[src/sv/fragment_reassembly_tracker_top_defines.svh]
// Assertion macros shared by the fragment reassembly tracker RTL.
// Expects signals named clock and reset in the including module.
`ifndef FRAGMENT_REASSEMBLY_TRACKER_TOP_DEFINES_SVH
`define FRAGMENT_REASSEMBLY_TRACKER_TOP_DEFINES_SVH

// Checked on every rising edge outside reset.
`define FRT_ASSERT(label, prop, msg) \
   label: assert property (@(posedge clock) disable iff (reset) prop) else $error(msg);

// Checked on every rising edge, reset included.
`define FRT_ASSERT_RST(label, prop, msg) \
   label: assert property (@(posedge clock) prop) else $error(msg);

`endif

[src/sv/frt_pkg.sv]
// Shared types and constants for the fragment reassembly tracker.
// No dependencies.
`timescale 1ns / 1ps
`default_nettype none

package frt_pkg;

   localparam int REQ_TDATA_W  = 96;
   localparam int RSP_TDATA_W  = 80;
   localparam int STATUS_W     = 3;
   localparam int SLOT_FIELD_W = 4;
   localparam int BLOCK_W      = 32;
   localparam int TOTAL_W      = 38;

   localparam logic signed [BLOCK_W-1:0] END_MARK = -32'sd1;
   localparam logic [TOTAL_W-1:0] TOTAL_MAX = {TOTAL_W{1'b1}};

   typedef enum logic [STATUS_W-1:0] {
      STATUS_STORED = 3'd0,
      STATUS_DUP    = 3'd1,
      STATUS_DONE   = 3'd2,
      STATUS_BUSY   = 3'd3,
      STATUS_RANGE  = 3'd4,
      STATUS_END    = 3'd5
   } status_type;

   typedef enum logic [2:0] {
      FRT_CLEAR,
      FRT_IDLE,
      FRT_MOD,
      FRT_READ,
      FRT_EVAL
   } frt_state_type;

   typedef struct packed {
      status_type         status;
      logic               write;
      logic [TOTAL_W-1:0] byte_sum;
   } frt_verdict_type;

endpackage

`default_nettype wire

[src/sv/frt_ram.sv]
// Generic single-write, single-read RAM with a registered read port.
// No dependencies.
`timescale 1ns / 1ps
`default_nettype none

module frt_ram #(
   parameter int WIDTH = 8,
   parameter int DEPTH = 16
) (
   input  wire logic                     clock,
   input  wire logic                     wr_en,
   input  wire logic [$clog2(DEPTH)-1:0] wr_addr,
   input  wire logic [WIDTH-1:0]         wr_data,
   input  wire logic                     rd_en,
   input  wire logic [$clog2(DEPTH)-1:0] rd_addr,
   output      logic [WIDTH-1:0]         rd_data
);

   logic [WIDTH-1:0] mem_ff [DEPTH];

   always_ff @(posedge clock) begin
      if (wr_en) begin
         mem_ff[wr_addr] <= wr_data;
      end
      if (rd_en) begin
         rd_data <= mem_ff[rd_addr];
      end
   end

endmodule

`default_nettype wire

[src/sv/frt_slot_map.sv]
// Two-stage block index to table slot mapping (index mod SLOTS).
// Multiply by a reciprocal, then subtract quotient times SLOTS. No dependencies.
`timescale 1ns / 1ps
`default_nettype none

module frt_slot_map #(
   parameter int SLOTS = 16
) (
   input  wire logic                     clock,
   input  wire logic                     load,
   input  wire logic [30:0]              block_in,
   input  wire logic                     advance,
   output      logic [$clog2(SLOTS)-1:0] slot
);

   localparam int SW    = $clog2(SLOTS);
   localparam int SHIFT = 31 + SW;
   localparam logic [63:0] RECIP =
      ((64'd1 << SHIFT) + 64'(SLOTS) - 64'd1) / 64'(SLOTS);
   localparam logic [31:0] RECIP_LO = RECIP[31:0];

   logic [62:0] prod_ff;
   logic [30:0] blk_ff;
   logic [30:0] quot;
   logic [30:0] quot_scaled;
   logic [30:0] rem;

   // Exact quotient for every 31-bit dividend.
   assign quot        = 31'(prod_ff >> SHIFT);
   assign quot_scaled = 31'(quot * 31'(SLOTS));
   assign rem         = blk_ff - quot_scaled;

   always_ff @(posedge clock) begin
      if (load) begin
         prod_ff <= 63'(block_in) * 63'(RECIP_LO);
         blk_ff  <= block_in;
      end
      if (advance) begin
         slot <= SW'(rem);
      end
   end

endmodule

`default_nettype wire

[src/sv/frt_update.sv]
// Entry evaluation: classify one fragment against its table entry, build the
// write-back word. Depends on frt_pkg.
`timescale 1ns / 1ps
`default_nettype none

module frt_update #(
   parameter int MAX_FRAGMENTS = 64
) (
   input  wire logic signed [31:0]          blk_id,
   input  wire logic [15:0]                 frag_pos,
   input  wire logic [15:0]                 frag_total,
   input  wire logic [31:0]                 payload_bytes,
   input  wire logic [1+31+MAX_FRAGMENTS+2*$clog2(MAX_FRAGMENTS+1)+38-1:0] entry_rd,
   output      logic [1+31+MAX_FRAGMENTS+2*$clog2(MAX_FRAGMENTS+1)+38-1:0] entry_wr,
   output      frt_pkg::frt_verdict_type    verdict
);

   localparam int CW = $clog2(MAX_FRAGMENTS + 1);
   localparam int TW = frt_pkg::TOTAL_W;
   localparam int EW = 1 + 31 + MAX_FRAGMENTS + 2 * CW + TW;
   localparam logic [15:0] MAX_COUNT = 16'(MAX_FRAGMENTS);
   localparam logic [MAX_FRAGMENTS-1:0] MAP_ONE = MAX_FRAGMENTS'(1);

   logic                     ent_valid;
   logic [30:0]              ent_tag;
   logic [MAX_FRAGMENTS-1:0] ent_map;
   logic [CW-1:0]            ent_cnt;
   logic [CW-1:0]            ent_exp;
   logic [TW-1:0]            ent_total;

   logic                     fresh;
   logic [MAX_FRAGMENTS-1:0] map_base;
   logic [MAX_FRAGMENTS-1:0] bit_vec;
   logic [CW-1:0]            cnt_base;
   logic [CW-1:0]            cnt_new;
   logic [CW-1:0]            exp_eff;
   logic [TW-1:0]            total_base;
   logic [TW:0]              sum;
   logic [TW-1:0]            sum_sat;
   logic                     complete;

   assign {ent_valid, ent_tag, ent_map, ent_cnt, ent_exp, ent_total} = entry_rd;

   // A free entry starts from a clean bitmap, zero count and zero total.
   assign fresh      = !ent_valid;
   assign map_base   = fresh ? '0 : ent_map;
   assign cnt_base   = fresh ? '0 : ent_cnt;
   assign total_base = fresh ? '0 : ent_total;
   assign exp_eff    = fresh ? CW'(frag_total) : ent_exp;
   assign bit_vec    = MAP_ONE << frag_pos;
   assign cnt_new    = cnt_base + CW'(1);
   assign sum        = {1'b0, total_base} + (TW + 1)'(payload_bytes);
   assign sum_sat    = sum[TW] ? frt_pkg::TOTAL_MAX : sum[TW-1:0];
   assign complete   = cnt_new >= exp_eff;

   assign entry_wr = EW'({!complete, blk_id[30:0], map_base | bit_vec,
                          cnt_new, exp_eff, sum_sat});

   always_comb begin
      verdict.status   = frt_pkg::STATUS_STORED;
      verdict.write    = 1'b0;
      verdict.byte_sum = '0;
      priority if (blk_id == frt_pkg::END_MARK) begin
         verdict.status = frt_pkg::STATUS_END;
      end else if (blk_id[31]) begin
         verdict.status = frt_pkg::STATUS_RANGE;
      end else if (ent_valid && (ent_tag != blk_id[30:0])) begin
         verdict.status = frt_pkg::STATUS_BUSY;
      end else if (fresh && ((frag_total == 16'd0) || (frag_total > MAX_COUNT)
                             || (frag_pos >= frag_total))) begin
         verdict.status = frt_pkg::STATUS_RANGE;
      end else if (!fresh && (frag_pos >= 16'(ent_exp))) begin
         verdict.status   = frt_pkg::STATUS_RANGE;
         verdict.byte_sum = ent_total;
      end else if ((map_base & bit_vec) != '0) begin
         verdict.status   = frt_pkg::STATUS_DUP;
         verdict.byte_sum = total_base;
      end else begin
         verdict.status   = complete ? frt_pkg::STATUS_DONE : frt_pkg::STATUS_STORED;
         verdict.write    = 1'b1;
         verdict.byte_sum = sum_sat;
      end
   end

endmodule

`default_nettype wire

[src/sv/fragment_reassembly_tracker_top.sv]
// Fragment reassembly tracker: one status word per fragment header.
// Path: header accept to status word shown through remainder, table read,
//   evaluate and write back, one header in flight.
// Flow: a new header is taken only in idle, after the table read-modify-write;
//   a stalled status word holds the next header in evaluate.
// Reset: synchronous; afterwards a clearing pass writes every table entry,
//   with req_tready low.
`timescale 1ns / 1ps
`default_nettype none
`include "fragment_reassembly_tracker_top_defines.svh"

module fragment_reassembly_tracker_top #(
   parameter int SLOTS         = 16,
   parameter int MAX_FRAGMENTS = 64
) (
   input  wire logic        clock,
   input  wire logic        reset,
   // req_tdata, low bit up: blk_id[31:0], frag_pos[15:0],
   // frag_total[15:0], payload_bytes[31:0]
   input  wire logic        req_tvalid,
   output      logic        req_tready,
   input  wire logic [95:0] req_tdata,
   // rsp_tdata, low bit up: slot[3:0], done_block[31:0], byte_sum[37:0], zero pad
   output      logic        rsp_tvalid,
   input  wire logic        rsp_tready,
   output      logic [79:0] rsp_tdata,
   // rsp_tuser: status[2:0]
   output      logic [2:0]  rsp_tuser
);

   localparam int SW = $clog2(SLOTS);
   localparam int CW = $clog2(MAX_FRAGMENTS + 1);
   localparam int EW = 1 + 31 + MAX_FRAGMENTS + 2 * CW + frt_pkg::TOTAL_W;
   localparam logic [SW-1:0] LAST_SLOT = SW'(SLOTS - 1);

   frt_pkg::frt_state_type state_ff, state_in;

   logic [SW-1:0] clr_ff, clr_in;

   // Captured header word.
   logic signed [31:0] blk_ff;
   logic [15:0]        frag_ff;
   logic [15:0]        total_ff;
   logic [31:0]        size_ff;

   logic               rsp_tvalid_ff, rsp_tvalid_in;
   logic [79:0]        rsp_tdata_ff;
   logic [2:0]         rsp_tuser_ff;

   logic               accept;
   logic               out_free;
   logic               eval_go;
   logic               in_clear;
   logic               map_advance;
   logic               ram_rd_en;
   logic               ram_wr_en;
   logic [SW-1:0]      ram_wr_addr;
   logic [EW-1:0]      ram_wr_data;
   logic [EW-1:0]      ram_rd_data;
   logic [EW-1:0]      entry_wr;
   logic [SW-1:0]      slot;
   logic [3:0]         slot_field;

   frt_pkg::frt_verdict_type verdict;

   assign accept   = req_tvalid && req_tready;
   assign out_free = !rsp_tvalid_ff || rsp_tready;

   // Slot of the block; the remainder lands while the FSM sits in FRT_MOD.
   frt_slot_map #(
      .SLOTS (SLOTS)
   ) u_slot_map (
      .clock    (clock),
      .load     (accept),
      .block_in (req_tdata[30:0]),
      .advance  (map_advance),
      .slot     (slot)
   );

   // Per-slot entry: valid, tag, bitmap, counts, byte total.
   frt_ram #(
      .WIDTH (EW),
      .DEPTH (SLOTS)
   ) u_table (
      .clock   (clock),
      .wr_en   (ram_wr_en),
      .wr_addr (ram_wr_addr),
      .wr_data (ram_wr_data),
      .rd_en   (ram_rd_en),
      .rd_addr (slot),
      .rd_data (ram_rd_data)
   );

   frt_update #(
      .MAX_FRAGMENTS (MAX_FRAGMENTS)
   ) u_update (
      .blk_id        (blk_ff),
      .frag_pos      (frag_ff),
      .frag_total    (total_ff),
      .payload_bytes (size_ff),
      .entry_rd      (ram_rd_data),
      .entry_wr      (entry_wr),
      .verdict       (verdict)
   );

   // Next state.
   always_comb begin
      state_in = state_ff;
      clr_in   = clr_ff;
      unique case (state_ff)
         frt_pkg::FRT_CLEAR: begin
            clr_in = clr_ff + SW'(1);
            if (clr_ff == LAST_SLOT) begin
               state_in = frt_pkg::FRT_IDLE;
            end
         end
         frt_pkg::FRT_IDLE: begin
            if (req_tvalid) begin
               state_in = frt_pkg::FRT_MOD;
            end
         end
         frt_pkg::FRT_MOD:  state_in = frt_pkg::FRT_READ;
         frt_pkg::FRT_READ: state_in = frt_pkg::FRT_EVAL;
         frt_pkg::FRT_EVAL: begin
            // Hold the read data and header until the output register frees.
            if (out_free) begin
               state_in = frt_pkg::FRT_IDLE;
            end
         end
         default: state_in = frt_pkg::FRT_CLEAR;
      endcase
   end

   // Outputs of the state machine.
   always_comb begin
      req_tready  = 1'b0;
      in_clear    = 1'b0;
      map_advance = 1'b0;
      ram_rd_en   = 1'b0;
      eval_go     = 1'b0;
      unique case (state_ff)
         frt_pkg::FRT_CLEAR: in_clear    = 1'b1;
         frt_pkg::FRT_IDLE:  req_tready  = 1'b1;
         frt_pkg::FRT_MOD:   map_advance = 1'b1;
         frt_pkg::FRT_READ:  ram_rd_en   = 1'b1;
         frt_pkg::FRT_EVAL:  eval_go     = out_free;
         default:            in_clear    = 1'b0;
      endcase
   end

   // Clearing pass writes an all-zero (invalid) entry; otherwise write back.
   assign ram_wr_en   = in_clear || (eval_go && verdict.write);
   assign ram_wr_addr = in_clear ? clr_ff : slot;
   assign ram_wr_data = in_clear ? '0 : entry_wr;

   // Negative block indexes report slot zero.
   assign slot_field = blk_ff[31] ? 4'd0 : 4'(slot);

   always_comb begin
      rsp_tvalid_in = rsp_tvalid_ff;
      if (eval_go) begin
         rsp_tvalid_in = 1'b1;
      end else if (rsp_tready) begin
         rsp_tvalid_in = 1'b0;
      end
   end

   always_ff @(posedge clock) begin
      if (reset) begin
         state_ff      <= frt_pkg::FRT_CLEAR;
         clr_ff        <= '0;
         rsp_tvalid_ff <= 1'b0;
      end else begin
         state_ff      <= state_in;
         clr_ff        <= clr_in;
         rsp_tvalid_ff <= rsp_tvalid_in;
      end
   end

   always_ff @(posedge clock) begin
      if (accept) begin
         blk_ff   <= req_tdata[31:0];
         frag_ff  <= req_tdata[47:32];
         total_ff <= req_tdata[63:48];
         size_ff  <= req_tdata[95:64];
      end
      if (eval_go) begin
         rsp_tdata_ff <= {6'd0, verdict.byte_sum, blk_ff, slot_field};
         rsp_tuser_ff <= verdict.status;
      end
   end

   assign rsp_tvalid = rsp_tvalid_ff;
   assign rsp_tdata  = rsp_tdata_ff;
   assign rsp_tuser  = rsp_tuser_ff;

   `FRT_ASSERT_RST(a_reset_clears, reset |=> (state_ff == frt_pkg::FRT_CLEAR), "reset must start the clearing pass")
   `FRT_ASSERT(a_accept_to_mod, accept |=> (state_ff == frt_pkg::FRT_MOD), "accepted header must enter the remainder step")
   `FRT_ASSERT(a_write_owner, ram_wr_en |-> (state_ff == frt_pkg::FRT_CLEAR || state_ff == frt_pkg::FRT_EVAL), "table write outside clear or write-back")
   `FRT_ASSERT(a_done_frees, (eval_go && verdict.status == frt_pkg::STATUS_DONE) |-> (ram_wr_en && !ram_wr_data[EW-1]), "completed block must free its entry")

endmodule

`default_nettype wire

[config.mk]
export PLATFORM = sky130hd
export DESIGN_NAME = fragment_reassembly_tracker_top
export DESIGN_NICKNAME = d
export VERILOG_FILES = /design/src/sv/frt_pkg.sv /design/src/sv/frt_ram.sv /design/src/sv/frt_slot_map.sv /design/src/sv/frt_update.sv /design/src/sv/fragment_reassembly_tracker_top.sv
export VERILOG_INCLUDE_DIRS = /design/src /design/src/sv
export SDC_FILE = /design/constraint.sdc
export NUM_CORES = 2
export LEC_CHECK = 0
export ABC_AREA = 1
export CAP_MARGIN = 20
export CORE_MARGIN = 2
export CORE_UTILIZATION = 50
export CTS_BUF_LIST = sky130_fd_sc_hd__clkbuf_4
export DETAILED_ROUTE_END_ITERATION = 10
export DONT_BUFFER_PORTS = 1
export PLACE_DENSITY = 0.67
export SETUP_SLACK_MARGIN = 0.1
export SYNTH_ARGS = -nofsm -noshare
export SYNTH_HDL_FRONTEND = slang
export SYNTH_HIERARCHICAL = 1
export SYNTH_SLANG_ARGS = --single-unit
[constraint.sdc]
create_clock -name clock -period 15.8 [get_ports clock]
set_clock_uncertainty 0.05 [all_clocks]
set_input_delay 1.58 -clock clock [delete_from_list [all_inputs] [get_ports clock]]
set_output_delay 1.58 -clock clock [all_outputs]
set_load 0.005 [all_outputs]
## Yosys cells after proc, flatten, opt, wreduce, memory -nomap -nowiden

Memories as Yosys holds them, arrays and structs flattened. A register that Yosys moved wholly into a read port is not among the register bits.
Cells that the tools add are included.

- Bits in registers: 189
- Bits in writable memories: 2,368
- Output and inout port bits: 85
- Memories kept: 1

Memory list:

| memory | words | width | read ports | clocked after Yosys merged registers in | write ports | line | source |
|---|---|---|---|---|---|---|---|
| u_table.mem_ff | 16 | 148 | 1 | 1 | 1 | frt_ram.sv:19 | `logic [WIDTH-1:0] mem_ff [DEPTH];` |

- Add/sub/neg operators: 4
- $lt $le $gt $ge: 4
- Eq/ne operators: 10
- Shifts and indexed selects: 1
- Mux-type cells: 34
- Bitwise logic cells: 2
- Reduce and logical (&&, ||, !) cells: 19

Operators by type and width:

| kind | count |
|---|---|
| 2-to-1 mux 39 bit | 4 |
| 2-to-1 mux 38 bit | 4 |
| 2-to-1 mux 148 bit | 1 |
| AND 64 bit | 1 |
| 2-to-1 mux 64 bit | 1 |
| OR 64 bit | 1 |
| nonzero test 64 bit | 1 |
| left shift 1 x 16 -> 64 bit, first input constant | 1 |
| adder 38 x 32 -> 39 bit | 1 |
| equality test 32 x 1 -> 1 bit, second input constant | 1 |
| != test 31 bit | 1 |
| 2-to-1 mux 3 bit | 7 |
| >= comparator 16 bit | 1 |
| >= comparator 16 x 7 -> 1 bit | 1 |
| greater-than comparator 16 x 7 -> 1 bit, second input constant | 1 |
| zero test 16 bit | 1 |
| case mux 3 bit (5 select lines) | 1 |
| 2-to-1 mux 7 bit | 2 |
| 2-to-1 mux 1 bit | 12 |
| adder 7 x 1 -> 7 bit, second input constant | 1 |
| >= comparator 7 bit | 1 |
| equality test 3 x 2 -> 1 bit, second input constant | 2 |
| != test 2 bit, second input constant | 3 |
| logical AND 1 bit | 5 |
| 14 further kinds | 19 |

## Depth between registers and ports, before layout

- Depth after elaboration: 13
- Mapped depth: 24
- Depth with buffers taken out: 20

## By module

The synthesis kept the hierarchy.

Modules (own cells, without submodules):

| module | times used | cells an instance | area an instance (um^2) | seq. area each (um^2) |
|---|---|---|---|---|
| frt_ram | 1 | 9,011 | 102,598.4 | 75,552.5 |
| frt_update | 1 | 1,382 | 7,348.3 | 0.0 |
| fragment_reassembly_tracker_top | 1 | 571 | 6,976.7 | 5,355.1 |
| frt_slot_map | 1 | 8 | 240.2 | 240.2 |

## Worst setup path before layout

OpenSTA, ideal clock, no wires.

- Path kind: in2reg
- Start point: input port rsp_tready
- End point: memory u_table/mem_ff[12][0] (netlist name), enable pin
- Library setup time: 0.658 ns
- Arrival: 12.579 ns
- Required time: 15.092 ns
- Setup slack: 2.513 ns
- Cell stages on the path: 6
- Path buffers: 0
- Cells stage by stage: nor2_1 > nor4_2 > nand2_1 > nand2_1 > nand3_1 > nor2_1

- Word-level cells in the longest chain between the ends: 6

RTL lines:

| item | line | source |
|---|---|---|
| from (decl) | fragment_reassembly_tracker_top.sv:25 | `input wire logic rsp_tready,` |
| logical OR 1 bit | fragment_reassembly_tracker_top.sv:67 | `assign out_free = !rsp_tvalid_ff \|\| rsp_tready;` |
| 2-to-1 mux 1 bit | fragment_reassembly_tracker_top.sv:141 | `unique case (state_ff)` |
| via eval_go | fragment_reassembly_tracker_top.sv:52 | `logic eval_go;` |
| logical AND 1 bit | fragment_reassembly_tracker_top.sv:152 | `assign ram_wr_en = in_clear \|\| (eval_go && verdict.write);` |
| logical OR 1 bit | fragment_reassembly_tracker_top.sv:152 |  |
| via ram_wr_en | fragment_reassembly_tracker_top.sv:56 | `logic ram_wr_en;` |
| 2-to-1 mux 1 bit | frt_ram.sv:22 | `if (wr_en) begin` |
| 2-to-1 mux 1 bit (implied by the code) | frt_ram.sv:23 | `mem_ff[wr_addr] <= wr_data;` |
| to (decl) | frt_ram.sv:19 |  |

The timed path passes the listed nets, and every way through them passes these cells.

==> reports/metrics.cfg <==
[run_status]
status = finished clean

[drt]
drtIter0Drc = 8091
ant_nets = 0
dr.pass1.iters = 8
routedWlPerCell_um = 21.0
vias_per_cell = 5.41
drcViolationCount = 0
dr_total_vias = 80200
wirelength_um = 311000

[critical_path]
crit_buf_inv = 4
end_kind = flop
cp_top_family = simple AND/OR/NAND/NOR gates
slowest_stage = buf_4
worst-path-stages = 16
critPathKind = flop to flop
critPathMaxFanout = 95
max_stage_delay_ns = 0.80
r2r_slack_ns = 8.69
crit_chain = xor2_1, nor2_1, nand3_1, nor4_1, nand2_1, o21ai_2, nand3_1, bufinv_8, nand3_4, inv_4, nand2_1, nand2_1, nand3_1, nor2_4, buf_4, buf_12
critical_path.startpoint_type = flop
critPathArrivalTime_ns = 8.10
reg2regPathDepth = 16
critPathRequiredTime_ns = 16.79

[floorplanning]
die_w_um = 488
rows = 177
dieArea_um2 = 238000
coreArea_um2 = 233000
die_h_um = 488
ios = 185
start_util = 0.503

[clock_tree]
root_buffer = clkbuf_4
cts_resized = 0
tritoncts = built
path_clk_slew_ns = 0.06
clk_latency_ns = 1.49
cts.sinks = 2705
cts_hold_buffers = 0
cts_setup_buffers = 0
cts_max_level = 6
clockBufferDepth = 4
cts_made_buffers = 694

[power]
power.density_nw_per_um2 = 109
p_leak_nw = 53.5
ir_drop_mv = 0.0783

[synthesis]
yosysSeqAreaShare = 0.693
yosysTopAreaCell = edfxtp_1
muxShareOfSynthArea = 0
synth_area_um2 = 117000
synthCells = 11000
yosys.area_share.simple = 0.215
synth_top_area_frac = 0.691
async_reset_ff_frac = 0
synth_edf_count = 2697
yosys_register_bits = 2705
synth_top_family_by_area = simple AND/OR/NAND/NOR gates
yosys.area_share.adder = 0.00701
ys_types = 54
synth_area_per_cell_um2 = 10.7
synth-compound-area-share = 0.0106
synth_area_leaders = edfxtp_1 69%, nand2_1 12%, nand3_1 7.4%, inv_1 4.5%, buf_2 1.4%
synth_xor_area_frac = 0.00321
yosysWarnings = 6
ys.flop_type = edfxtp_1

[timing]
final-hold-violation-count = 0
rsz0062_at_grt = false
timing.fmax_mhz = 141
fin_crit_sh = 0.450
drv_slew = 0
setup_tns_ns = 0
setup_viol = 0
finalCriticalPeriod_ns = 7.11
worstMarginPinSlew_ns = 1.21
max_slew_margin = 0.196

[cells_and_area]
fin_util = 0.551
multi_input_area_um2 = 27900
nFillCells = 19700
drive_gt1_frac = 0.118
regArea_um2 = 81100
layout_common_cells = 3,697 x nand2_1, 2,697 x edfxtp_1, 1,737 x nand3_1
syn2layout_area_growth_pct = 9.47
nets = 11400
final_common_cell = nand2_1

[hold_path]
hp-class = primary input to flop
holdPathStages = 0

[grt]
grt_max_degree = 259
grt_pass1_wl_um = 469000
track_usage = 0.258
antenna_found_initial = 31
grt_pass1_vias = 78200
gr-total-overflow = 0

[placement]
gp_congestion = 0.879
numPortBuffers = 0
hpwl_um = 164000

[flow_run]
maxCapViolations = 0

[Yosys cell counts (2+ instances only)]
cell      instances
inv_2            12
inv_4             3
buf_1            55
clkbuf_1        121
a31oi_1           6
nor2_1          311
buf_6            18
a21oi_1          74
nor3_2            2
nand4_2           8
nand4_1          78
o21bai_1          3
nand2_2          22
dfxtp_1           8
nand3_1        1737
nor4_1           11
nor4_2            3
nand2_1        3697
o22ai_2          12
a21boi_0          2
xnor2_1          16
buf_2           332
o21ai_2          22
a21o_1            7
or2_2            36
o21ai_0          50
nand3_2           4
o21a_1            5
o211ai_1          4
ha_1             64
edfxtp_1       2697
xor2_1           27
nor3_1           11
nor2_2           23
o21ai_1           6
buf_4            64
nand3b_1          7
nor2_8            2
nand2_4           5
inv_1          1393
[area by class of cell]
cell class,instances,area share
well taps,3132,0.0306
inverters,1409,0.0417
multi-input cells,6272,0.217
flip-flops and latches,2705,0.633
clock inverters,137,0.00749
repair buffers,161,0.0118
diodes,26,0.000507
clock buffers,991,0.0580
[worst paths after layout]
kind | start | endpoint
min reg2reg | u_slot_map/blk_ff[1] | u_slot_map/slot[1]
max reg2reg | blk_ff[15] | u_table/mem_ff[15][66]
max | blk_ff[15] | u_table/mem_ff[15][66]
min | req_tdata[13] | blk_ff[13]
[state kept, by name (all words and copies together), names as in the netlist]
register           cells
blk_ff                32
clr_ff                 4
frag_ff               16
rsp_tdata             74
rsp_tuser              3
rsp_tvalid             1
size_ff               32
state_ff               3
total_ff              16
u_slot_map/blk_ff      4
u_slot_map/slot        4
u_table/mem_ff      2368
u_table/rd_data      148
[per-stage QoR]
stage               setup WS, ns  hold slack, ns  area (µm²)  power, mW  cells
floorplan                   2.51           0.350      117000       8.26  11000
global placement            9.01           0.356      119000       8.30  13600
detailed placement          8.81           0.366      119000       8.31  13600
CTS                         8.75          0.0335      128000       14.1  14800
global route                8.47          0.0486      128000       14.5  14800
finish                      8.69           0.162      128000       14.0  14800
[power breakdown]
part	internal, mW	switching [mW]	leakage, nW
Sequential	7.94	0.0297	24.8
Combinational	0.0347	0.155	23.6
Clock	3.10	2.74	5.01
Total	11.1	2.93	53.5
[cells by family (layout without fill, tap and decap cells)]
family / count (synthesis) / in the layout
and+or+nand+nor: 5961 / 5961
other: 1 / 32
adders and majority gates: 65 / 65
buffers and inverters: 2000 / 2698
DFF: 2705 / 2705
xor gates and xnor gates: 43 / 43
AOI/OAI and AO/OA: 197 / 197
[metal layers]
metal	track usage	part of all wire
met5	0	0.00027
met4	0.0956	0.029
met3	0.0469	0.086
met2	0.419	0.48
met1	0.347	0.40
Power figures use the tool's default switching activity.
